==> src/rtl/kse_pkg.sv <==
package kse_pkg;

  // configuration port
  localparam int CFG_IDX_W  = 3;
  localparam int CFG_DATA_W = 32;

  localparam logic [CFG_IDX_W-1:0] CFG_MODE     = 3'd0;
  localparam logic [CFG_IDX_W-1:0] CFG_CODES_0  = 3'd1;
  localparam logic [CFG_IDX_W-1:0] CFG_CODES_1  = 3'd2;
  localparam logic [CFG_IDX_W-1:0] CFG_CODES_2  = 3'd3;
  localparam logic [CFG_IDX_W-1:0] CFG_CODES_3  = 3'd4;
  localparam logic [CFG_IDX_W-1:0] CFG_LOCKOUT  = 3'd5;

  typedef enum logic [1:0] {
    MODE_CHAR = 2'd0,
    MODE_BYTE = 2'd1,
    MODE_WORD = 2'd2,
    MODE_DEC  = 2'd3
  } entry_mode_t;

  // default table "0123456789ABCDEF", index i in byte i%4 of word i/4
  localparam logic [3:0][31:0] CODES_RST = '{
    32'h4645_4443, 32'h4241_3938, 32'h3736_3534, 32'h3332_3130
  };

  localparam logic [7:0] CHAR_ZERO  = 8'h30;
  localparam logic [7:0] CHAR_NINE  = 8'h39;
  localparam logic [7:0] CHAR_UPPER = 8'h41;
  localparam logic [7:0] HEX_ALPHA_OFS = 8'd55;

  typedef struct packed {
    logic       hit;
    logic [1:0] pos;
  } line_dec_t;

  // single low line in an active-low nibble
  function automatic line_dec_t line_pos(input logic [3:0] nib);
    line_dec_t d;
    d = '{hit: 1'b1, pos: 2'd0};
    case (nib)
      4'h7:    d.pos = 2'd3;
      4'hB:    d.pos = 2'd2;
      4'hD:    d.pos = 2'd1;
      4'hE:    d.pos = 2'd0;
      default: d.hit = 1'b0;
    endcase
    return d;
  endfunction

  // hex digit value, no range check, 8-bit wrap
  function automatic logic [7:0] hex_val(input logic [7:0] c);
    return (c >= CHAR_UPPER) ? (c - HEX_ALPHA_OFS) : (c - CHAR_ZERO);
  endfunction

endpackage

==> src/rtl/kse_ifs.sv <==
interface kse_in_if;
  logic       valid;
  logic       ready;
  logic [3:0] row_lines;
  logic [3:0] col_lines;

  modport source (output valid, output row_lines, output col_lines, input ready);
  modport sink   (input valid, input row_lines, input col_lines, output ready);
endinterface

interface kse_out_if;
  logic        valid;
  logic        ready;
  logic [15:0] entry_value;
  logic [1:0]  entry_kind;
  logic [7:0]  last_key;

  modport source (output valid, output entry_value, output entry_kind, output last_key,
                  input ready);
  modport sink   (input valid, input entry_value, input entry_kind, input last_key,
                  output ready);
endinterface

==> src/rtl/keypad_scan_entry_unit.sv <==
// channel  | dir | payload                                  | handshake
// in_if    | in  | row_lines[3:0], col_lines[3:0]           | valid/ready
// out_if   | out | entry_value[15:0], entry_kind[1:0],      | valid/ready
//          |     | last_key[7:0]                            |
// cfg      | in  | cfg_index[2:0], cfg_data[31:0]           | cfg_we, no wait
//
// one scan sample per clock while not stalled: a beat lands in the input register,
// then decode, table select and entry update load the result register as the stage advances
// a beat passes the input register and then the result register; zero or one result per beat
// while a result waits the input register still takes one more beat, then input
// stalls; the pipe stalls only when a result is held and not taken
// rst_n is synchronous, active low; it restores the default table and mode
module keypad_scan_entry_unit import kse_pkg::*; (
  input  logic                  clk,
  input  logic                  rst_n,
  kse_in_if.sink                in_if,
  kse_out_if.source             out_if,
  input  logic                  cfg_we,
  input  logic [CFG_IDX_W-1:0]  cfg_index,
  input  logic [CFG_DATA_W-1:0] cfg_data
);

  typedef enum logic [1:0] {
    PH_PRESS   = 2'd0,
    PH_RELEASE = 2'd1,
    PH_LOCK    = 2'd2
  } phase_t;

  // configuration registers
  entry_mode_t      mode_r;
  logic [3:0][31:0] codes_r;
  logic [15:0]      lock_ticks_r;

  // input register
  logic       in_vld_r;
  logic [3:0] row_r;
  logic [3:0] col_r;

  // scan state
  phase_t      phase_r,    phase_nxt;
  logic [7:0]  held_r,     held_nxt;
  logic [15:0] lock_cnt_r, lock_cnt_nxt;
  logic [15:0] acc_r,      acc_nxt;
  logic [1:0]  dcnt_r,     dcnt_nxt;

  // result register
  logic        out_vld_r,  out_vld_nxt;
  logic [15:0] value_r;
  logic [1:0]  kind_r;
  logic [7:0]  key_r;

  logic        advance;
  line_dec_t   row_dec, col_dec;
  logic        hit;
  logic [3:0]  key_idx;
  logic [31:0] code_word;
  logic [7:0]  code;

  logic        take;        // a held key is accepted this beat
  logic        done;        // an entry completes this beat
  logic [15:0] res_val;
  logic [7:0]  digit;
  logic [7:0]  dec_digit;
  logic [7:0]  lo_byte;

  // the stage moves when the input register holds a beat and the result slot is free or being emptied
  assign advance      = in_vld_r && (!out_vld_r || out_if.ready);
  assign in_if.ready  = !in_vld_r || advance;

  assign out_if.valid       = out_vld_r;
  assign out_if.entry_value = value_r;
  assign out_if.entry_kind  = kind_r;
  assign out_if.last_key    = key_r;

  // key decode and code table select
  always_comb begin
    row_dec   = line_pos(row_r);
    col_dec   = line_pos(col_r);
    hit       = row_dec.hit && col_dec.hit;
    key_idx   = {row_dec.pos, col_dec.pos};
    code_word = codes_r[key_idx[3:2]];
    code      = hit ? code_word[{key_idx[1:0], 3'b000} +: 8] : 8'h00;
  end

  // press / release / lockout sequence
  always_comb begin
    phase_nxt    = phase_r;
    held_nxt     = held_r;
    lock_cnt_nxt = lock_cnt_r;
    take         = 1'b0;
    unique case (phase_r)
      PH_RELEASE: begin
        if (!hit) begin
          if (lock_ticks_r == 16'd0) begin
            phase_nxt = PH_PRESS;
            take      = 1'b1;
          end else begin
            lock_cnt_nxt = lock_ticks_r;
            phase_nxt    = PH_LOCK;
          end
        end
      end
      PH_LOCK: begin
        // scan lines are ignored while locked out
        if (lock_cnt_r <= 16'd1) begin
          lock_cnt_nxt = 16'd0;
          phase_nxt    = PH_PRESS;
          take         = 1'b1;
        end else begin
          lock_cnt_nxt = lock_cnt_r - 16'd1;
        end
      end
      default: begin
        // waiting for press; the spare code behaves the same
        phase_nxt = PH_PRESS;
        if (code != 8'h00) begin
          held_nxt  = code;
          phase_nxt = PH_RELEASE;
        end
      end
    endcase
  end

  // entry assembly for an accepted key
  always_comb begin
    digit     = hex_val(held_r);
    dec_digit = held_r - CHAR_ZERO;
    lo_byte   = {acc_r[3:0], 4'h0} + digit;
    acc_nxt   = acc_r;
    dcnt_nxt  = dcnt_r;
    done      = 1'b0;
    res_val   = 16'd0;
    if (take) begin
      case (mode_r)
        MODE_CHAR: begin
          res_val = {8'h00, held_r};
          done    = 1'b1;
        end
        MODE_BYTE: begin
          if (dcnt_r == 2'd0) begin
            acc_nxt  = {8'h00, digit};
            dcnt_nxt = 2'd1;
          end else begin
            res_val  = {8'h00, lo_byte};
            acc_nxt  = 16'd0;
            dcnt_nxt = 2'd0;
            done     = 1'b1;
          end
        end
        MODE_WORD: begin
          case (dcnt_r)
            2'd0:    acc_nxt = {8'h00, digit};
            2'd1:    acc_nxt = {8'h00, lo_byte};
            2'd2:    acc_nxt = {acc_r[7:0], 8'h00} | {8'h00, digit};
            default: begin
              res_val = {acc_r[15:8], lo_byte};
              acc_nxt = 16'd0;
              done    = 1'b1;
            end
          endcase
          dcnt_nxt = dcnt_r + 2'd1;
        end
        default: begin
          // decimal: times ten plus digit, a non-digit ends the number
          if (held_r >= CHAR_ZERO && held_r <= CHAR_NINE) begin
            acc_nxt = {acc_r[12:0], 3'b000} + {acc_r[14:0], 1'b0} + {8'h00, dec_digit};
          end else begin
            res_val  = acc_r;
            acc_nxt  = 16'd0;
            dcnt_nxt = 2'd0;
            done     = 1'b1;
          end
        end
      endcase
    end
  end

  // result slot: loads on a completed entry, empties when taken
  assign out_vld_nxt = advance ? done : (out_vld_r && !out_if.ready);

  // configuration registers
  always_ff @(posedge clk) begin
    if (!rst_n) begin
      mode_r       <= MODE_CHAR;
      codes_r      <= CODES_RST;
      lock_ticks_r <= 16'd0;
    end else if (cfg_we) begin
      unique case (cfg_index)
        CFG_MODE:    mode_r       <= entry_mode_t'(cfg_data[1:0]);
        CFG_CODES_0: codes_r[0]   <= cfg_data;
        CFG_CODES_1: codes_r[1]   <= cfg_data;
        CFG_CODES_2: codes_r[2]   <= cfg_data;
        CFG_CODES_3: codes_r[3]   <= cfg_data;
        CFG_LOCKOUT: lock_ticks_r <= cfg_data[15:0];
        default: ;
      endcase
    end
  end

  // input register
  always_ff @(posedge clk) begin
    if (!rst_n) begin
      in_vld_r <= 1'b0;
    end else if (in_if.ready) begin
      in_vld_r <= in_if.valid;
    end
  end

  always_ff @(posedge clk) begin
    if (in_if.ready && in_if.valid) begin
      row_r <= in_if.row_lines;
      col_r <= in_if.col_lines;
    end
  end

  // scan state and registered result
  always_ff @(posedge clk) begin
    if (!rst_n) begin
      phase_r    <= PH_PRESS;
      held_r     <= 8'h00;
      lock_cnt_r <= 16'd0;
      acc_r      <= 16'd0;
      dcnt_r     <= 2'd0;
      out_vld_r  <= 1'b0;
    end else begin
      out_vld_r <= out_vld_nxt;
      if (cfg_we && cfg_index == CFG_MODE) begin
        // a mode change drops any partial entry
        acc_r  <= 16'd0;
        dcnt_r <= 2'd0;
      end else if (advance) begin
        acc_r  <= acc_nxt;
        dcnt_r <= dcnt_nxt;
      end
      if (advance) begin
        phase_r    <= phase_nxt;
        held_r     <= held_nxt;
        lock_cnt_r <= lock_cnt_nxt;
      end
    end
  end

  always_ff @(posedge clk) begin
    if (advance && done) begin
      value_r <= res_val;
      kind_r  <= mode_r;
      key_r   <= held_r;
    end
  end

endmodule

==> src/flat_wrapper.sv <==
// flat-port wrapper written by rule: the top's interface ports become plain ports
module keypad_scan_entry_unit_flat import kse_pkg::*;
  (clk, rst_n, cfg_we, cfg_index, cfg_data, in_if_valid, in_if_row_lines, in_if_col_lines, in_if_ready, out_if_valid, out_if_entry_value, out_if_entry_kind, out_if_last_key, out_if_ready);
  kse_in_if in_if_i ();
  kse_out_if out_if_i ();
  input  logic clk;
  input  logic rst_n;
  input  logic cfg_we;
  input  logic [CFG_IDX_W-1:0] cfg_index;
  input  logic [CFG_DATA_W-1:0] cfg_data;
  input wire logic [$bits(in_if_i.valid)-1:0] in_if_valid;
  input wire logic [$bits(in_if_i.row_lines)-1:0] in_if_row_lines;
  input wire logic [$bits(in_if_i.col_lines)-1:0] in_if_col_lines;
  output wire logic [$bits(in_if_i.ready)-1:0] in_if_ready;
  output wire logic [$bits(out_if_i.valid)-1:0] out_if_valid;
  output wire logic [$bits(out_if_i.entry_value)-1:0] out_if_entry_value;
  output wire logic [$bits(out_if_i.entry_kind)-1:0] out_if_entry_kind;
  output wire logic [$bits(out_if_i.last_key)-1:0] out_if_last_key;
  input wire logic [$bits(out_if_i.ready)-1:0] out_if_ready;
  assign in_if_i.valid = in_if_valid;
  assign in_if_i.row_lines = in_if_row_lines;
  assign in_if_i.col_lines = in_if_col_lines;
  assign in_if_ready = in_if_i.ready;
  assign out_if_valid = out_if_i.valid;
  assign out_if_entry_value = out_if_i.entry_value;
  assign out_if_entry_kind = out_if_i.entry_kind;
  assign out_if_last_key = out_if_i.last_key;
  assign out_if_i.ready = out_if_ready;
  keypad_scan_entry_unit u_core (.clk(clk), .rst_n(rst_n), .in_if(in_if_i), .out_if(out_if_i), .cfg_we(cfg_we), .cfg_index(cfg_index), .cfg_data(cfg_data));
endmodule
==> config.mk <==
export PLATFORM = sky130hd
export DESIGN_NAME = keypad_scan_entry_unit_flat
export DESIGN_NICKNAME = d
export VERILOG_FILES = /design/src/rtl/kse_pkg.sv /design/src/rtl/kse_ifs.sv /design/src/rtl/keypad_scan_entry_unit.sv /design/src/flat_wrapper.sv
export SDC_FILE = /design/constraint.sdc
export NUM_CORES = 1
export LEC_CHECK = 0
export BUFFER_PORTS_ARGS = -buffer_cell sky130_fd_sc_hd__buf_2
export CORE_MARGIN = 2
export CORE_UTILIZATION = 30
export DETAILED_ROUTE_END_ITERATION = 10
export SLEW_MARGIN = 40
export SYNTH_ARGS = -nofsm -noshare
export SYNTH_HDL_FRONTEND = slang
export SYNTH_SLANG_ARGS = --single-unit
==> constraint.sdc <==
create_clock -name clk -period 10.3 [get_ports clk]
set_input_delay 0.515 -clock clk [delete_from_list [all_inputs] [get_ports clk]]
set_output_delay 0.515 -clock clk [all_outputs]
set_load 0.1 [all_outputs]
==> impl_metrics.py <==
metrics = {
    "critical_path": {
        "r2r-start": "u_core.held_r[1]$_SDFFE_PN0P_",
        "r2r_cells": 15,
        "ff2ff_setup_slack_ns": 6.34,
        "reg2reg_to": "u_core.out_if.entry_value[7]$_SDFFCE_PN0P_",
        "cp-end-kind": "register",
        "critPathLaunchType": "register",
        "critPathKind": "register to register",
        "cp_max_fo": 11,
        "cp.arrival_ns": 4.23,
        "cp.required_ns": 10.57,
    },
    "floorplan": {
        "die_h_microns": 206,
        "ios": 76,
        "dieArea_sq_um": 42200,
        "core_sq_um": 39900,
        "start_util_pct": 30.5,
        "rows": 73,
        "die_x_microns": 206,
    },
    "global_routing": {
        "antenna_found_initial": 3,
        "grt_pass1_wl_microns": 55700,
        "grt_max_degree": 84,
        "track_usage_pct": 16.5,
        "grt_remaining_overflow": 0,
        "grt_pass1_vias": 10000,
    },
    "clock_tree": {
        "cts_root_buf": "clkbuf_16",
        "h-tree-depth": 1,
        "clk_pin_slew_worst_paths_ns": 0.07,
        "clock_latency_ns": 0.57,
        "cts.sinks": 226,
        "post_cts_buffers": 0,
        "cts_tree": "done",
        "max-clock-path-buffers": 3,
        "cts_inserted_buffers": 25,
        "hold_buffers": 0,
        "ctsResizeCount": 0,
    },
    "power": {
        "switching_share_pct": 25.9,
        "clkPwrFrac_pct": 44.1,
        "p_int_mw": 1.43,
        "p_seq_share_pct": 47.9,
        "power.total_mw": 1.93,
        "power_leakage_nw": 5.09,
        "p_sw_uw": 498,
        "irDropWorstVdd_mv": 0.104,
        "p_per_area_nw_per_um2": 141,
        "pwr-share-comb_pct": 8.0,
    },
    "logic_synthesis": {
        "avgSynthCellArea_sq_um": 8.34,
        "synthArstFlopShare_pct": 0,
        "synth-edff-count": 34,
        "ys_seq_area_share_pct": 39.9,
        "netlist_instances": 1461,
        "ys.flop_type": "dfxtp_1",
        "yosysWarnings": 0,
        "syn_nets": 1560,
        "ys_ff_latch": 226,
        "ys_types": 80,
        "syn_area_sq_um": 12200,
    },
    "sta": {
        "slew_headroom_pct": 43.8,
        "skew_ns": 0.0301,
        "clock.fmax_mhz": 253,
        "rsz0062_at_grt": "false",
        "drv_slew": 0,
        "worst_pin_slew_ns": 0.843,
        "fin_tns_setup_ns": 0,
        "period_share_pct": 38.4,
        "setup_viol": 0,
        "period_needed_ns": 3.96,
        "finalHoldViolCount": 0,
    },
    "route": {
        "drcViolationCount": 0,
        "drtIter0Drc": 837,
        "ant_nets": 0,
        "firstDrtPassIters": 5,
        "via_per_inst": 5.19,
        "drt-wirelength-per-cell_microns": 17.2,
        "vias": 10544,
        "wl_microns": 35000,
    },
    "place": {
        "gp_congestion": 0.882,
        "dpl.hpwl_microns": 23300,
        "port_buffers": 75,
        "placed_cells": 1985,
        "dpl_cell_area_sq_um": 12900,
    },
    "layout": {
        "fin_util_pct": 34.1,
        "nFillCells": 4209,
        "final_area_sq_um": 13600,
        "stdcell_count": 2031,
        "syn_to_final_growth_pct": 11.8,
        "drive_gt1_share_pct": 10.6,
        "final_nets": 1586,
    },
    "flow_run": {
        "max_cap_violations": 0,
    },
    "worst_hold_path": {
        "hp-class": "input pin to register",
        "worstHoldStart": "in_if_col_lines[2]",
        "hold_path_depth": 1,
        "holdPathEnd": "u_core.col_r[2]$_DFFE_PP_",
    },
    "run_status": {
        "status": "completed",
    },
}
==> critical path: stages (launching register included) <==
cell and delay [ns]:
dfxtp_1 0.50, inv_1 0.12, ha_1 0.21, nor4b_1 0.27, o21ai_0 0.12, a21oi_1 0.63, nor2_1 0.11, a21oi_1 0.36
inv_1 0.08, ha_1 0.28, a21o_1 0.17, a21oi_1 0.16, xnor2_1 0.20, xnor2_1 0.10, a221oi_1 0.28, a211oi_1 0.08
==> per-stage QoR <==
step / setup WS, ns / hold WS (ns)
2_1_floorplan: 6.38 / 0.424
3_3_place_gp: 6.51 / 0.444
3_5_place_dp: 6.35 / 0.451
4_1_cts: 6.34 / 0.105
5_1_grt: 5.87 / 0.118
6_report: 6.34 / 0.124
==> cells in the final DEF, fill, tap and decap left out, types with 7 or more instances in the layout <==
| master | count |
|---|---|
| a31oi_1 | 9 |
| o221a_1 | 7 |
| nand3_1 | 60 |
| a211oi_1 | 17 |
| nand2_1 | 343 |
| edfxtp_1 | 34 |
| mux2i_1 | 34 |
| fa_1 | 7 |
| xor2_1 | 8 |
| ha_1 | 44 |
| and2_1 | 15 |
| inv_1 | 52 |
| a21oi_1 | 48 |
| buf_4 | 19 |
| a22o_1 | 11 |
| nor2b_1 | 14 |
| buf_2 | 74 |
| nor4_1 | 9 |
| a21o_1 | 7 |
| o21a_1 | 7 |
| a21boi_0 | 86 |
| xnor2_1 | 17 |
| a22oi_1 | 17 |
| nand2b_1 | 25 |
| nor2_1 | 87 |
| dfxtp_1 | 192 |
| nor3_1 | 19 |
| a221o_1 | 11 |
| clkbuf_16 | 25 |
| o21ai_0 | 46 |
| o22ai_1 | 30 |
| a221oi_1 | 18 |
==> routing by layer <==
layer,vias to the layer above,wire (microns),track usage (%)
met5,-,26,0
met4,4,809,4.37
met3,62,1840,2.63
met2,272,16200,26.9
met1,5046,16100,22.6
li1,5160,-,-
==> synth_stat cells (7+ instances only) <==
cell	number	area [sq um]
a211oi_1	17	128
a21boi_0	86	646
a21o_1	7	52.6
a21oi_1	48	240
a221o_1	11	110
a221oi_1	18	158
a22o_1	11	96.3
a22oi_1	17	128
a31oi_1	9	56.3
and2_1	16	100
buf_2	11	55.1
clkbuf_1	53	199
clkbuf_8	8	110
dfxtp_1	192	3840
edfxtp_1	34	1020
fa_1	7	140
ha_1	44	551
inv_1	53	199
mux2i_1	34	340
nand2_1	343	1290
nand2b_1	26	163
nand3_1	61	305
nor2_1	91	342
nor2b_1	14	87.6
nor3_1	21	105
nor4_1	9	56.3
o21a_1	7	52.6
o21ai_0	46	230
o221a_1	7	78.8
o22ai_1	30	188
xnor2_1	17	149
xor2_1	8	70.1
==> sequential cells by signal, indices dropped and copies added (netlist names) <==
signal                     cells
u_core.mode_r                  2
u_core.dcnt_r                  2
u_core.out_if.last_key         8
u_core.phase_r                 2
u_core.col_r                   4
u_core.out_if.valid            1
u_core.row_r                   4
u_core.in_vld_r                1
u_core.lock_ticks_r           16
u_core.out_if.entry_value     16
u_core.held_r                  8
u_core.acc_r                  16
u_core.lock_cnt_r             16
u_core.codes_r               128
u_core.out_if.entry_kind       2
==> power by group through the flow <==
stage	clock network (mW)	logic [mW]	registers (mW)
floorplan	0	0.106	0.938
global placement	0	0.151	0.941
detailed placement	0	0.153	0.942
CTS	0.870	0.154	0.922
global route	0.903	0.170	0.924
finish	0.849	0.155	0.922
==> layout make-up <==
class | instances | area (sq um) | area share (%)
sequential | 226 | 4860 | 35.7
clock buffer | 31 | 668 | 4.90
timing repair buffer | 93 | 513 | 3.76
clock inverter | 14 | 90.1 | 0.661
tap | 525 | 657 | 4.82
multi-input combinational | 1087 | 6630 | 48.6
inverter | 54 | 203 | 1.49
antenna | 1 | 2.50 | 0.0184
==> cell families (layout without fill, tap and decap cells) <==
family	count (synthesis)	count (layout)	share of synthesized area, %
adders and majority gates	52	52	5.75
xor gates and xnor gates	25	25	1.80
muxes	36	36	2.98
other	0	1	0
and+or+nand+nor	615	615	22.3
buffers and inverters	148	192	6.09
AOI/OAI and AO/OA	359	359	21.2
DFF	226	226	39.9
==> how the worst max path moves through the flow <==
stage | startpoint | endpoint | slack, ns | depth (start not counted)
after floorplan | u_core.row_r[3]$_DFFE_PP_ | u_core.out_if.entry_kind[0]$_DFFE_PP_ | 6.38 | 9
after global placement | u_core.held_r[1]$_SDFFE_PN0P_ | u_core.out_if.entry_value[7]$_SDFFCE_PN0P_ | 6.51 | 15
after detailed placement | u_core.held_r[1]$_SDFFE_PN0P_ | u_core.out_if.entry_value[7]$_SDFFCE_PN0P_ | 6.35 | 15
after CTS | u_core.held_r[1]$_SDFFE_PN0P_ | u_core.out_if.entry_value[7]$_SDFFCE_PN0P_ | 6.34 | 15
after global routing | u_core.held_r[1]$_SDFFE_PN0P_ | u_core.acc_r[7]$_SDFFE_PP0P_ | 5.87 | 17
final | u_core.held_r[1]$_SDFFE_PN0P_ | u_core.out_if.entry_value[7]$_SDFFCE_PN0P_ | 6.34 | 15
No activity file was read; power rests on OpenSTA's default activity.
